### config.mk
export PLATFORM = sky130hd
export DESIGN_NAME = length_prefixed_deframer_unit_flat
export DESIGN_NICKNAME = d
export VERILOG_FILES = /design/src/hw/rtl/lpd_pkg.sv /design/src/hw/rtl/lpd_if.sv /design/src/hw/rtl/lpd_regs.sv /design/src/hw/rtl/lpd_parse.sv /design/src/hw/rtl/length_prefixed_deframer_unit.sv /design/src/flat_wrapper.sv
export SDC_FILE = /design/constraint.sdc
export NUM_CORES = 1
export LEC_CHECK = 0
export BUFFER_PORTS_ARGS = -buffer_cell sky130_fd_sc_hd__clkbuf_2
export CORE_UTILIZATION = 55
export CTS_BUF_LIST = sky130_fd_sc_hd__clkbuf_2 sky130_fd_sc_hd__clkbuf_4 sky130_fd_sc_hd__clkbuf_8
export CTS_CLUSTER_DIAMETER = 80
export DETAILED_ROUTE_END_ITERATION = 10
export HOLD_SLACK_MARGIN = 0.03
export PLACE_DENSITY_LB_ADDON = 0.12
export SETUP_SLACK_MARGIN = 0.3
export SKIP_LAST_GASP = 1
export SLEW_MARGIN = 15
export SYNTH_ARGS = -nofsm -noshare
export SYNTH_HDL_FRONTEND = slang
export SYNTH_SLANG_ARGS = --single-unit
### constraint.sdc
create_clock -name clk -period 4.3 [get_ports clk]
set_input_delay 0.43 -clock clk [delete_from_list [all_inputs] [get_ports clk]]
set_output_delay 0.43 -clock clk [all_outputs]
set_load 0.1 [all_outputs]
### src/hw/rtl/lpd_pkg.sv
// lpd_pkg: shared types and constants of the length-prefixed deframer
// used by the channel interfaces, the register block, the parser and the top level
// no dependencies

package lpd_pkg;

	// configuration register layout
	localparam int ADDR_W = 4;
	localparam int DATA_W = 32;
	localparam int MAXP_W = 26;
	localparam int TOTAL_W = 27;

	// register indexes (byte address is four times the index)
	localparam logic [1:0] REG_ENABLE = 2'd0;
	localparam logic [1:0] REG_MODE = 2'd1;
	localparam logic [1:0] REG_MAX_PAYLOAD = 2'd2;

	// framing modes
	localparam logic [1:0] MODE_ABRIDGED = 2'd0;
	localparam logic [1:0] MODE_INTERMEDIATE = 2'd1;
	localparam logic [1:0] MODE_PADDED = 2'd2;

	// abridged escape bytes that announce a long header
	localparam logic [7:0] ESC_LO = 8'h7F;
	localparam logic [7:0] ESC_HI = 8'hFF;

	localparam logic [MAXP_W-1:0] MAX_PAYLOAD_RST = 26'd10485760;

	typedef struct packed {
		logic enable;
		logic [1:0] mode;
		logic [MAXP_W-1:0] max_payload;
	} cfg_t;

	typedef struct packed {
		logic [7:0] byte_out;
		logic is_header;
		logic frame_last;
		logic length_valid;
		logic [TOTAL_W-1:0] frame_total;
		logic length_error;
	} result_t;

endpackage

### src/hw/rtl/lpd_if.sv
// lpd_in_if / lpd_out_if: valid/ready channels of the deframer
// the input carries one stream byte, the output one tagged byte
// depends on lpd_pkg

interface lpd_in_if;
	logic valid;
	logic ready;
	logic [7:0] data_byte;

	modport source (output valid, output data_byte, input ready);
	modport sink (input valid, input data_byte, output ready);
endinterface

interface lpd_out_if import lpd_pkg::*; ();
	logic valid;
	logic ready;
	logic [7:0] byte_out;
	logic is_header;
	logic frame_last;
	logic length_valid;
	logic [TOTAL_W-1:0] frame_total;
	logic length_error;

	modport source (output valid, output byte_out, output is_header, output frame_last,
		output length_valid, output frame_total, output length_error, input ready);
	modport sink (input valid, input byte_out, input is_header, input frame_last,
		input length_valid, input frame_total, input length_error, output ready);
endinterface

### src/hw/rtl/lpd_regs.sv
// lpd_regs: APB configuration registers of the deframer (enable, mode, max_payload)
// depends on lpd_pkg

module lpd_regs import lpd_pkg::*; (
	input logic clk,
	input logic arst_n,
	input logic psel,
	input logic penable,
	input logic pwrite,
	input logic [ADDR_W-1:0] paddr,
	input logic [DATA_W-1:0] pwdata,
	output logic [DATA_W-1:0] prdata,
	output logic pready,
	output cfg_t cfg
);

	logic wr_en;
	logic [1:0] reg_idx;
	cfg_t cfg_q;

	assign pready = 1'b1;
	assign wr_en = psel && penable && pwrite;
	assign reg_idx = paddr[3:2];
	assign cfg = cfg_q;

	// register writes, values masked to width
	always_ff @(posedge clk or negedge arst_n) begin
		if (!arst_n) begin
			cfg_q.enable <= 1'b0;
			cfg_q.mode <= MODE_ABRIDGED;
			cfg_q.max_payload <= MAX_PAYLOAD_RST;
		end else if (wr_en) begin
			unique case (reg_idx)
				REG_ENABLE: cfg_q.enable <= pwdata[0];
				REG_MODE: cfg_q.mode <= pwdata[1:0];
				REG_MAX_PAYLOAD: cfg_q.max_payload <= pwdata[MAXP_W-1:0];
				default: ;
			endcase
		end
	end

	// read back
	always_comb begin
		unique case (reg_idx)
			REG_ENABLE: prdata = {{(DATA_W-1){1'b0}}, cfg_q.enable};
			REG_MODE: prdata = {{(DATA_W-2){1'b0}}, cfg_q.mode};
			REG_MAX_PAYLOAD: prdata = {{(DATA_W-MAXP_W){1'b0}}, cfg_q.max_payload};
			default: prdata = '0;
		endcase
	end

endmodule

### src/hw/rtl/lpd_parse.sv
// lpd_parse: frame state, header accumulator and byte tagging of the deframer
// produces the result for the current byte and updates state on step while enabled
// depends on lpd_pkg

module lpd_parse import lpd_pkg::*; #(
	parameter int LEN_WIDTH = 27
) (
	input logic clk,
	input logic arst_n,
	input cfg_t cfg,
	input logic step,
	input logic [7:0] data_byte,
	output result_t res
);

	typedef enum logic [1:0] {
		PH_HEADER = 2'd0,
		PH_PAYLOAD = 2'd1,
		PH_ERROR = 2'd2
	} phase_t;

	phase_t phase_q;
	logic [1:0] hdr_cnt_q;
	logic hdr_long_q;
	logic [31:0] accum_q;
	logic [LEN_WIDTH-1:0] frame_len_q;
	logic [LEN_WIDTH-1:0] pos_q;

	logic long_hdr;
	logic hdr_done;
	logic bad_len;
	logic pos_last;
	logic [4:0] shamt;
	logic [31:0] accum_nx;
	logic [31:0] payload;
	logic [32:0] total_hdr;
	logic [32:0] flen_ext;
	logic [LEN_WIDTH-1:0] pos_inc;

	// header decode and payload counting
	always_comb begin
		shamt = {hdr_cnt_q, 3'b000};
		if (hdr_cnt_q == 2'd0) begin
			long_hdr = !(cfg.mode == MODE_ABRIDGED && data_byte != ESC_LO
				&& data_byte != ESC_HI);
		end else begin
			long_hdr = hdr_long_q;
		end
		accum_nx = accum_q | ({24'd0, data_byte} << shamt);
		hdr_done = !long_hdr || (hdr_cnt_q == 2'd3);
		if (cfg.mode == MODE_ABRIDGED) begin
			if (long_hdr) begin
				payload = {6'd0, accum_nx[31:8], 2'b00};
			end else begin
				payload = {23'd0, accum_nx[6:0], 2'b00};
			end
		end else begin
			payload = {1'b0, accum_nx[30:0]};
		end
		total_hdr = {1'b0, payload} + (long_hdr ? 33'd4 : 33'd1);
		bad_len = (payload == 32'd0) || (payload > {6'd0, cfg.max_payload})
			|| ((total_hdr >> LEN_WIDTH) != 33'd0);
		pos_inc = pos_q + {{(LEN_WIDTH-1){1'b0}}, 1'b1};
		pos_last = (pos_inc == frame_len_q);
		flen_ext = 33'(frame_len_q);
	end

	// result tags for the current byte
	always_comb begin
		res.byte_out = data_byte;
		res.is_header = 1'b0;
		res.frame_last = 1'b0;
		res.length_valid = 1'b0;
		res.frame_total = '0;
		res.length_error = (phase_q == PH_ERROR);
		if (cfg.enable) begin
			unique case (phase_q)
				PH_PAYLOAD: begin
					res.length_valid = 1'b1;
					res.frame_total = flen_ext[TOTAL_W-1:0];
					res.frame_last = pos_last;
				end
				PH_ERROR: begin
					res.length_error = 1'b1;
				end
				default: begin
					res.is_header = 1'b1;
					if (hdr_done) begin
						if (bad_len) begin
							res.length_error = 1'b1;
						end else begin
							res.length_valid = 1'b1;
							res.frame_total = total_hdr[TOTAL_W-1:0];
						end
					end
				end
			endcase
		end
	end

	// frame state machine
	always_ff @(posedge clk or negedge arst_n) begin
		if (!arst_n) begin
			phase_q <= PH_HEADER;
			hdr_cnt_q <= 2'd0;
			hdr_long_q <= 1'b0;
			accum_q <= '0;
			frame_len_q <= '0;
			pos_q <= '0;
		end else if (step && cfg.enable) begin
			unique case (phase_q)
				PH_PAYLOAD: begin
					pos_q <= pos_inc;
					if (pos_last) begin
						phase_q <= PH_HEADER;
						hdr_cnt_q <= 2'd0;
						hdr_long_q <= 1'b0;
						accum_q <= '0;
						frame_len_q <= '0;
						pos_q <= '0;
					end
				end
				PH_ERROR: ;
				default: begin
					hdr_long_q <= long_hdr;
					accum_q <= accum_nx;
					if (hdr_done) begin
						hdr_cnt_q <= 2'd0;
						if (bad_len) begin
							phase_q <= PH_ERROR;
							hdr_long_q <= 1'b0;
							accum_q <= '0;
							frame_len_q <= '0;
							pos_q <= '0;
						end else begin
							phase_q <= PH_PAYLOAD;
							frame_len_q <= total_hdr[LEN_WIDTH-1:0];
							pos_q <= long_hdr ? LEN_WIDTH'(4) : LEN_WIDTH'(1);
						end
					end else begin
						hdr_cnt_q <= hdr_cnt_q + 2'd1;
					end
				end
			endcase
		end
	end

endmodule

### src/hw/rtl/length_prefixed_deframer_unit.sv
// length_prefixed_deframer_unit: top level of the length-prefixed deframer
// input register, parser and output register with valid/ready channels
// depends on lpd_pkg, lpd_if, lpd_regs, lpd_parse
//
// Usage: stream bytes arrive on din (valid/ready); every accepted byte yields
// exactly one tagged byte on dout, in order. Framing is chosen through the APB
// registers enable (0), mode (4) and max_payload (8); write them only while
// the block is idle. pready is always high, writes take effect on the access
// cycle.
// Path: an accepted byte sits in the input register, is decoded by the parser
// and lands in the output register, from which it leaves on dout.
// Throughput: one byte per cycle while dout is ready; the header accumulator
// and the frame byte counter update at most once for each byte that advances.
// Stalls: dout holds its transaction while ready is low; din stays ready as
// long as the output register will be emptied or already is, so one byte
// can wait in the input register behind a stalled output.
// Reset: arst_n clears the registers to enable 0, mode abridged, max_payload
// 10485760, the frame state to header phase and both stage registers to empty.
// A length error is sticky until reset.

module length_prefixed_deframer_unit import lpd_pkg::*; #(
	parameter int LEN_WIDTH = 27
) (
	input logic clk,
	input logic arst_n,
	lpd_in_if.sink din,
	lpd_out_if.source dout,
	input logic psel,
	input logic penable,
	input logic pwrite,
	input logic [ADDR_W-1:0] paddr,
	input logic [DATA_W-1:0] pwdata,
	output logic [DATA_W-1:0] prdata,
	output logic pready
);

	cfg_t cfg;
	result_t res;
	result_t res_s2;
	logic valid_s1;
	logic valid_s2;
	logic [7:0] byte_s1;
	logic advance;

	lpd_regs u_regs (
		.clk(clk),
		.arst_n(arst_n),
		.psel(psel),
		.penable(penable),
		.pwrite(pwrite),
		.paddr(paddr),
		.pwdata(pwdata),
		.prdata(prdata),
		.pready(pready),
		.cfg(cfg)
	);

	lpd_parse #(.LEN_WIDTH(LEN_WIDTH)) u_parse (
		.clk(clk),
		.arst_n(arst_n),
		.cfg(cfg),
		.step(advance),
		.data_byte(byte_s1),
		.res(res)
	);

	// stage handshake
	assign advance = valid_s1 && (!valid_s2 || dout.ready);
	assign din.ready = !valid_s1 || advance;

	// input register
	always_ff @(posedge clk or negedge arst_n) begin
		if (!arst_n) begin
			valid_s1 <= 1'b0;
		end else if (din.ready) begin
			valid_s1 <= din.valid;
		end
	end

	always_ff @(posedge clk) begin
		if (din.valid && din.ready) begin
			byte_s1 <= din.data_byte;
		end
	end

	// result register
	always_ff @(posedge clk or negedge arst_n) begin
		if (!arst_n) begin
			valid_s2 <= 1'b0;
		end else if (advance) begin
			valid_s2 <= 1'b1;
		end else if (dout.ready) begin
			valid_s2 <= 1'b0;
		end
	end

	always_ff @(posedge clk) begin
		if (advance) begin
			res_s2 <= res;
		end
	end

	assign dout.valid = valid_s2;
	assign dout.byte_out = res_s2.byte_out;
	assign dout.is_header = res_s2.is_header;
	assign dout.frame_last = res_s2.frame_last;
	assign dout.length_valid = res_s2.length_valid;
	assign dout.frame_total = res_s2.frame_total;
	assign dout.length_error = res_s2.length_error;

`ifndef SYNTH
	// a waiting input byte is neither lost nor changed
	a_s1_hold: assert property (@(posedge clk) disable iff (!arst_n)
		valid_s1 && !advance |=> valid_s1 && $stable(byte_s1))
		else $error("input stage lost or changed a waiting byte");

	// a stalled result is neither dropped nor changed
	a_s2_hold: assert property (@(posedge clk) disable iff (!arst_n)
		valid_s2 && !dout.ready |=> valid_s2 && $stable(res_s2))
		else $error("output stage dropped or changed a stalled result");

	// the last byte of a frame is a payload byte with a known length
	a_last_tag: assert property (@(posedge clk) disable iff (!arst_n)
		valid_s2 && res_s2.frame_last |-> res_s2.length_valid && !res_s2.is_header
			&& !res_s2.length_error)
		else $error("frame_last on a byte outside a decoded payload");

	// an error result never carries a frame length
	a_err_len: assert property (@(posedge clk) disable iff (!arst_n)
		valid_s2 && res_s2.length_error |-> !res_s2.length_valid
			&& res_s2.frame_total == '0)
		else $error("length error together with a frame length");
`endif

endmodule
### src/flat_wrapper.sv
// flat-port wrapper written by rule: the top's interface ports become plain ports
module length_prefixed_deframer_unit_flat import lpd_pkg::*;
#(
	parameter int LEN_WIDTH = 27
)
  (clk, arst_n, psel, penable, pwrite, paddr, pwdata, prdata, pready, din_valid, din_data_byte, din_ready, dout_valid, dout_byte_out, dout_is_header, dout_frame_last, dout_length_valid, dout_frame_total, dout_length_error, dout_ready);
  lpd_in_if din_i ();
  lpd_out_if dout_i ();
  input logic clk;
  input logic arst_n;
  input logic psel;
  input logic penable;
  input logic pwrite;
  input logic [ADDR_W-1:0] paddr;
  input logic [DATA_W-1:0] pwdata;
  output logic [DATA_W-1:0] prdata;
  output logic pready;
  input wire logic [$bits(din_i.valid)-1:0] din_valid;
  input wire logic [$bits(din_i.data_byte)-1:0] din_data_byte;
  output wire logic [$bits(din_i.ready)-1:0] din_ready;
  output wire logic [$bits(dout_i.valid)-1:0] dout_valid;
  output wire logic [$bits(dout_i.byte_out)-1:0] dout_byte_out;
  output wire logic [$bits(dout_i.is_header)-1:0] dout_is_header;
  output wire logic [$bits(dout_i.frame_last)-1:0] dout_frame_last;
  output wire logic [$bits(dout_i.length_valid)-1:0] dout_length_valid;
  output wire logic [$bits(dout_i.frame_total)-1:0] dout_frame_total;
  output wire logic [$bits(dout_i.length_error)-1:0] dout_length_error;
  input wire logic [$bits(dout_i.ready)-1:0] dout_ready;
  assign din_i.valid = din_valid;
  assign din_i.data_byte = din_data_byte;
  assign din_ready = din_i.ready;
  assign dout_valid = dout_i.valid;
  assign dout_byte_out = dout_i.byte_out;
  assign dout_is_header = dout_i.is_header;
  assign dout_frame_last = dout_i.frame_last;
  assign dout_length_valid = dout_i.length_valid;
  assign dout_frame_total = dout_i.frame_total;
  assign dout_length_error = dout_i.length_error;
  assign dout_i.ready = dout_ready;
  length_prefixed_deframer_unit #(.LEN_WIDTH(LEN_WIDTH)) u_core (.clk(clk), .arst_n(arst_n), .din(din_i), .dout(dout_i), .psel(psel), .penable(penable), .pwrite(pwrite), .paddr(paddr), .pwdata(pwdata), .prdata(prdata), .pready(pready));
endmodule
==> impl_metrics.env, run 1 <==
export IMPL_grt_pass1_vias=8960
export IMPL_slowest_delay_ns=0.47
export IMPL_crit_path_start="u_core.u_regs.cfg[26]"
export IMPL_yosys_area_share_simple=0.212
export IMPL_rsz0062_at_grt="yes"
export IMPL_cts_sinks=169
export IMPL_ir_drop_mv=0.225
export IMPL_core_area_um2=18800
export IMPL_io_pins=125
export IMPL_cp_end_kind="flop"
export IMPL_period_needed_ns=3.88
export IMPL_pre_cts_ws_ns=0.117
export IMPL_dp_hpwl_um=24500
export IMPL_path_class="reg2reg"
export IMPL_wl_um=32600
export IMPL_cp_required_ns=4.63
export IMPL_die_y_um=141
export IMPL_power_leakage_uw=0.00550
export IMPL_regToRegStartpoint="u_core.u_regs.cfg[26]"
export IMPL_final_util=0.673
export IMPL_die_area_um2=19800
export IMPL_syn_cell_area_um2=10600
export IMPL_slew_headroom=0.245
export IMPL_synthXorXnorAreaFrac=0.0453
export IMPL_htree_levels=4
export IMPL_max_freq_mhz=258
export IMPL_overflow=0
export IMPL_initial_core_util=0.564
export IMPL_cpMaxStageDelayCell="dfrtp_2"
export IMPL_yosysSeqAreaShare=0.422
export IMPL_clk_path_buf_depth=2
export IMPL_crit_end="u_core.dout.frame_total[5]"
export IMPL_min_path_type="in2reg"
export IMPL_worstRegToRegCells=19
export IMPL_crit_path_max_fanout=7
export IMPL_drv_slew=0
export IMPL_status="completed"
export IMPL_cts_buffers=17
export IMPL_wl_per_cell_um=21.1
export IMPL_stdcell_area_um2=12600
export IMPL_worst_hold_slack_ns=0.122
export IMPL_grt_start_max_net_pins=49
export IMPL_synth_compound_area_frac=0.217
export IMPL_routabilityCongestion=0.961
export IMPL_num_fill_cells=1600
export IMPL_drt_iter0_markers=915
export IMPL_synth_edff_count=47
export IMPL_rows=50
export IMPL_ys_async_sr_fraction=0.722
export IMPL_drtAntennaViolNets=0
export IMPL_crit_arrival_ns=4.21
export IMPL_synthCells=1138
export IMPL_power_density_nw_per_um2=325
export IMPL_placed_cell_area_um2=11800
export IMPL_synth_main_ff_cell="dfrtp_1"
export IMPL_yosys_warnings=0
export IMPL_synth_adder_area_share=0.0402
export IMPL_synth_top_family_by_area="compound AO/OA/AOI/OAI gates"
export IMPL_setup_viol=0
export IMPL_ys_ff_latch=169
export IMPL_synth_cell_types=87
export IMPL_cts_tree="yes"
export IMPL_skew_ns=0.0193
export IMPL_die_width_um=141
export IMPL_reg2reg_to="u_core.dout.frame_total[5]"
export IMPL_setup_slack_ns=0.417
export IMPL_portBuffers=109
export IMPL_hold_viol=0
export IMPL_synth_mux_area_fraction=0.0109
export IMPL_fin_crit_sh=0.903
export IMPL_grtUsageTotal=0.332
export IMPL_grt_pass1_wl_um=50100
export IMPL_tightest_slew_ns=1.13
export IMPL_antenna_found_initial=0
export IMPL_area_growth_pct=19.5
export IMPL_vias=9774
export IMPL_clock_root_buffer="clkbuf_8"
export IMPL_clk_pin_slew_ns=0.11
export IMPL_fin_setup_tns_ns=0
export IMPL_clock_latency_ns=0.48
export IMPL_num_antenna_cells=0
export IMPL_drt_pass1_iter_count=6
export IMPL_drcViolationCount=0
export IMPL_fin_nets=1386
export IMPL_viasPerCell=6.31
export IMPL_path_cells="or2_4 -> a221oi_4 -> buf_6 -> inv_4 -> mux2i_1 -> a21oi_2 -> inv_2 -> ha_1 -> a21oi_1 -> nor2_1 -> o311ai_1 -> a31oi_1 -> o22ai_2 -> o311a_4 -> nand2_2 -> buf_6 -> buf_4 -> o22a_1 -> nor2_1"
export IMPL_syn_area_per_cell_um2=9.30
export IMPL_drive_above_1_share=0.250
export IMPL_r2r_setup_slack_ns=0.42
export IMPL_drv_cap=0
export IMPL_start_kind="flop"
-- layer usage --
layer | routed length [µm] | track usage | up-vias
met2 | 15100 | 0.533 | 407
li1 | - | - | 4548
met3 | 2390 | 0.0628 | 59
met5 | 0 | 0 | -
met1 | 14300 | 0.456 | 4760
met4 | 812 | 0.102 | 0
-- registers in the layout, summed over array words and instances, names as in the netlist, 8 cells and up --
signal and cells:
u_core.dout.frame_total 27, u_core.u_parse.accum_q 32, u_core.u_parse.pos_q 27, u_core.u_regs.cfg 29
u_core.u_parse.frame_len_q 27, u_core.dout.byte_out 8, u_core.byte_s1 8
-- worst min path at each step --
| stage | from | endpoint | cells after the start |
|---|---|---|---|
| 3_3_place_gp | u_core.valid_s1 | u_core.dout.valid | 1 |
| 6_report | din_data_byte[5] | u_core.byte_s1[5] | 1 |
| 4_1_cts | din_data_byte[0] | u_core.byte_s1[0] | 1 |
| 2_1_floorplan | arst_n | u_core.dout.valid | 0 |
| 5_1_grt | din_data_byte[7] | u_core.byte_s1[7] | 1 |
| 3_5_place_dp | u_core.u_parse.accum_q[21] | u_core.u_parse.accum_q[21] | 1 |
-- power breakdown --
group / switching (µW) / internal [µW]
Clock: 716 / 444
Combinational: 827 / 316
Sequential: 54.7 / 1750
-- area by class of cell --
| type | instances | area [µm²] | share of cell area |
|---|---|---|---|
| tap | 234 | 293 | 0.0232 |
| inverter | 48 | 183 | 0.0145 |
| sequential | 169 | 4470 | 0.354 |
| clock inverter | 15 | 178 | 0.0141 |
| timing repair buffer | 211 | 1390 | 0.110 |
| multi-input combinational | 854 | 5890 | 0.466 |
| clock buffer | 17 | 234 | 0.0185 |
-- placed cells by master (no fill, tap or decap), types with 17 or more instances in the layout --
| master | Yosys | layout |
|---|---|---|
| nand2_1 | 107 | 104 |
| buf_4 | 9 | 92 |
| inv_1 | 45 | 42 |
| a21oi_1 | 66 | 56 |
| xor2_1 | 17 | 17 |
| o22ai_1 | 22 | 17 |
| nand3_1 | 37 | 35 |
| ha_1 | 34 | 31 |
| nand4_1 | 27 | 27 |
| o2bb2ai_1 | 37 | 37 |
| and2_1 | 37 | 34 |
| xnor2_1 | 35 | 31 |
| dfrtp_1 | 120 | 118 |
| o21ai_0 | 79 | 73 |
| nor2_1 | 69 | 67 |
| edfxtp_1 | 47 | 47 |
| a22o_1 | 26 | 26 |
| nor4_1 | 18 | 18 |
| clkbuf_8 | 0 | 17 |
| clkbuf_2 | 0 | 108 |
-- logic make-up after synthesis --
group                      count (synthesis)
DFF                                      169
AOI/OAI and AO/OA                        336
adders and majority gates                 34
muxes                                     11
other                                      2
buffers and inverters                    121
xor gates and xnor gates                  53
and+or+nand+nor                          412
-- synthesized netlist by cell type, types with 20 or more instances --
cell type / instances / area share
o2bb2ai_1: 37 / 0.031
buf_2: 20 / 0.0095
clkbuf_1: 40 / 0.014
nand2_1: 107 / 0.038
and2_1: 37 / 0.022
inv_1: 45 / 0.016
a21oi_1: 66 / 0.031
dfrtp_1: 120 / 0.28
o22ai_1: 22 / 0.013
edfxtp_1: 47 / 0.13
ha_1: 34 / 0.040
nand3_1: 37 / 0.018
xnor2_1: 35 / 0.029
o21ai_0: 79 / 0.037
a22o_1: 26 / 0.022
nand4_1: 27 / 0.016
nor2_1: 69 / 0.024
-- critical path: cells and delay by family, from the launching register on --
family                     cells  cell delay [ns]
and+or+nand+nor                4             0.53
DFF                            1             0.47
AOI/OAI and AO/OA              8             1.76
adders and majority gates      1             0.18
buffers and inverters          5             0.61
muxes                          1             0.16
-- stage by stage --
stage	power, µW	std cells
after floorplan	2560	1143
after global placement	2830	1497
after detailed placement	2840	1497
after CTS	4020	1534
after global routing	4270	1548
final	4110	1548
-- repair_timing --
action | 4_1_cts | 5_1_grt
pin swaps | 9 | 26
buffers inserted | 4 | 12
gates resized for setup | 19 | 52
cloned | 0 | 2
endpoints found under the hold margin | 44 | 0
setup endpoints to repair | 66 | 106
hold buffers | 1 | 0
Power figures use the tool's default switching activity.
==> run 2, diff against run 1 <==
ABC_AREA = 1   (was not set)
==> run 2 against run 1 <==
Against the previous run:
- first-iteration DRC count fell by 13%
- core utilization fell by 5.0 points
- global-route usage fell by 2.3 points
- die area rose by 3.8%
- combinational power rose to 3.9 times the previous value
- final cell count rose by 26%
- clock-buffer cell count rose by 2
- fmax rose by 2.9%
- sequential share of layout area rose by 1.3 points
- design area fell by 3.7%
- clock power fell by 3%
- critical path type unchanged
- critical endpoint is now u_core.dout.frame_total[1]
- largest cell class unchanged
==> impl_metrics.env, run 2 <==
export IMPL_drv_slew=0
export IMPL_status="completed"
export IMPL_worstRegToRegCells=20
export IMPL_synth_main_ff_cell="dfrtp_1"
export IMPL_rows=51
export IMPL_post_synth_top_count_cell="nand2_1"
export IMPL_clock_latency_ns=0.48
export IMPL_crit_top_cell="nand2_1"
export IMPL_core_area_um2=19500
export IMPL_syn_cell_area_um2=11000
export IMPL_routabilityCongestion=0.943
export IMPL_die_width_um=143
export IMPL_grtUsageTotal=0.309
export IMPL_cts_sinks=169
export IMPL_fin_nets=1752
export IMPL_final_cells=1945
export IMPL_start_kind="flop"
export IMPL_drt_iter0_markers=796
export IMPL_r2r_setup_slack_ns=0.53
export IMPL_drcViolationCount=0
export IMPL_die_area_um2=20500
export IMPL_num_antenna_cells=0
export IMPL_synth_edff_count=47
export IMPL_syn_area_per_cell_um2=6.99
export IMPL_io_pins=125
export IMPL_synth_cell_types=46
export IMPL_path_class="reg2reg"
export IMPL_synthCells=1572
export IMPL_regToRegStartpoint="u_core.u_parse.hdr_cnt_q[0]"
export IMPL_final_cell_mix="517 x nand2_1, 182 x inv_1, 171 x nand3_1"
export IMPL_cpMaxStageDelayCell="dfrtp_1"
export IMPL_num_fill_cells=1848
export IMPL_drtAntennaViolNets=0
export IMPL_fin_crit_sh=0.878
export IMPL_cts_buffers=17
export IMPL_min_path_type="in2async"
export IMPL_setup_viol=0
export IMPL_fin_setup_tns_ns=0
export IMPL_worst_hold_slack_ns=0.0108
export IMPL_portBuffers=109
export IMPL_largest_register="u_core.u_parse.accum_q"
export IMPL_grt_start_max_net_pins=68
export IMPL_crit_path_max_fanout=20
export IMPL_slew_headroom=0.505
export IMPL_layout_commonest_cell="nand2_1"
export IMPL_synth_commonest_cells="520 x nand2_1, 182 x inv_1, 172 x nand3_1"
export IMPL_grt_pass1_wl_um=48000
export IMPL_wl_per_cell_um=15.7
export IMPL_die_y_um=143
export IMPL_synthTopCellsByArea="dfrtp_1 27%, nand2_1 18%, edfxtp_1 13%, nand3_1 7.8%, inv_1 6.2%"
export IMPL_ir_drop_mv=0.255
export IMPL_antenna_found_initial=0
export IMPL_power_leakage_uw=0.00591
export IMPL_synth_top_area_cell="dfrtp_1"
export IMPL_yosysSeqAreaShare=0.407
export IMPL_tightest_slew_ns=0.743
export IMPL_drive_above_1_share=0.128
export IMPL_largest_reg_flops=32
export IMPL_slowest_delay_ns=0.41
export IMPL_power_density_nw_per_um2=653
export IMPL_drv_cap=0
export IMPL_wl_um=30600
export IMPL_period_needed_ns=3.77
export IMPL_reg2reg_to="u_core.dout.frame_total[1]"
export IMPL_clk_path_buf_depth=2
export IMPL_crit_arrival_ns=4.07
export IMPL_path_cells="clkinv_4 -> ha_1 -> or2_2 -> buf_4 -> nand3_1 -> nand3_1 -> nand2_1 -> inv_1 -> ha_1 -> nand2_1 -> nor2_1 -> nand4_1 -> nor3_1 -> nand2_1 -> nand2_2 -> nand2_2 -> nor2_4 -> buf_12 -> nand2_1 -> a21oi_1"
export IMPL_vias=10500
export IMPL_hold_viol=0
export IMPL_viasPerCell=5.39
export IMPL_cts_tree="yes"
export IMPL_ys_ff_latch=169
export IMPL_ys_async_sr_fraction=0.722
export IMPL_initial_core_util=0.563
export IMPL_clk_pin_slew_ns=0.09
export IMPL_final_util=0.623
export IMPL_grt_pass1_vias=9407
export IMPL_area_growth_pct=10.8
export IMPL_cp_required_ns=4.60
export IMPL_rsz0062_at_grt="yes"
export IMPL_cp_end_kind="flop"
export IMPL_dp_hpwl_um=22600
export IMPL_synth_top_area_frac=0.273
export IMPL_skew_ns=0.0125
export IMPL_htree_levels=4
export IMPL_holdBufCountCts=0
export IMPL_yosys_warnings=0
export IMPL_overflow=0
export IMPL_dp_cells=1912
export IMPL_clock_root_buffer="clkbuf_8"
export IMPL_max_freq_mhz=265
export IMPL_drt_pass1_iter_count=6
## run 2: cell count changes in the layout (fill, tap and decap cells not counted), sizes merged, moves of 21 or more
cell     delta
nand2     +424
nand3     +138
inv       +137
nor2      +108
buf        -78
o2bb2ai    -37
xnor2      -34
and2       -33
a22o       -26
a21oi      -21
nor4       -21
## run 2: cell families (layout without fill, tap and decap cells)
group,after synthesis,in the layout,synth area share
XOR/XNOR,13,13,0.0129
AO/OA/AOI/OAI,166,166,0.0832
buffers and inverters,250,353,0.0961
AND/OR/NAND/NOR,937,937,0.361
flip-flops,169,169,0.407
other,2,7,0.000684
adder cells (fa/ha/maj),34,34,0.0387
multiplexers,1,1,0.00103
## run 2: area by class of cell
cell class                 count  area, µm²  area share
multi-input combinational   1158       5530       0.454
sequential                   169       4470       0.367
timing repair buffer         132        758      0.0623
inverter                     189        714      0.0587
tap                          265        332      0.0272
clock buffer                  19        249      0.0205
clock inverter                13        121     0.00997
## run 2: metal layers
metal  GRT usage  vias up  share of wire
li1            -     5220              -
met1       0.393     4870           0.43
met2       0.518      328           0.49
met3      0.0453       64          0.048
met4       0.143        0          0.036
met5           0        -              0
## run 2: worst max-delay path by stage
stage | slack (ns) | end | cells past startpoint | start
floorplan | 0.85 | u_core.dout.frame_total[25] | 23 | u_core.u_parse.hdr_cnt_q[0]
global placement | 0.43 | u_core.dout.frame_total[15] | 18 | u_core.u_parse.hdr_cnt_q[0]
detailed placement | 0.40 | u_core.dout.frame_total[25] | 20 | u_core.u_parse.hdr_cnt_q[0]
CTS | 0.39 | u_core.dout.frame_total[25] | 20 | u_core.u_parse.hdr_cnt_q[0]
global route | 0.26 | u_core.dout.frame_total[1] | 19 | u_core.u_parse.hdr_cnt_q[0]
finish | 0.53 | u_core.dout.frame_total[1] | 20 | u_core.u_parse.hdr_cnt_q[0]
## run 2: metrics by stage
step | power (µW) | worst slack, ns | instance area (µm²)
floorplan | 5760 | 0.848 | 11000
global placement | 6670 | 0.431 | 11700
detailed placement | 6740 | 0.396 | 11700
CTS | 7860 | 0.392 | 12100
global route | 8570 | 0.260 | 12200
finish | 7950 | 0.527 | 12200
## run 2: power by group
part           switching (µW)  leakage (µW)  internal, µW
logic                    3160       0.00369          1240
clock network             643      0.000171           474
registers                 322       0.00206          2110
total                    4120       0.00591          3830
## run 2: repair_timing
item / 4_1_cts / 5_1_grt
buffers inserted: 0 / 1
setup endpoints to repair: 0 / 74
gates resized for setup: 0 / 10
## run 2: worst max-delay path, delay by kind of cell (launching register included)
| family | cells | cell delay (ns) |
|---|---|---|
| AO/OA/AOI/OAI | 1 | 0.19 |
| adder cells (fa/ha/maj) | 2 | 0.53 |
| flip-flops | 1 | 0.41 |
| AND/OR/NAND/NOR | 13 | 1.80 |
| buffers and inverters | 4 | 0.66 |
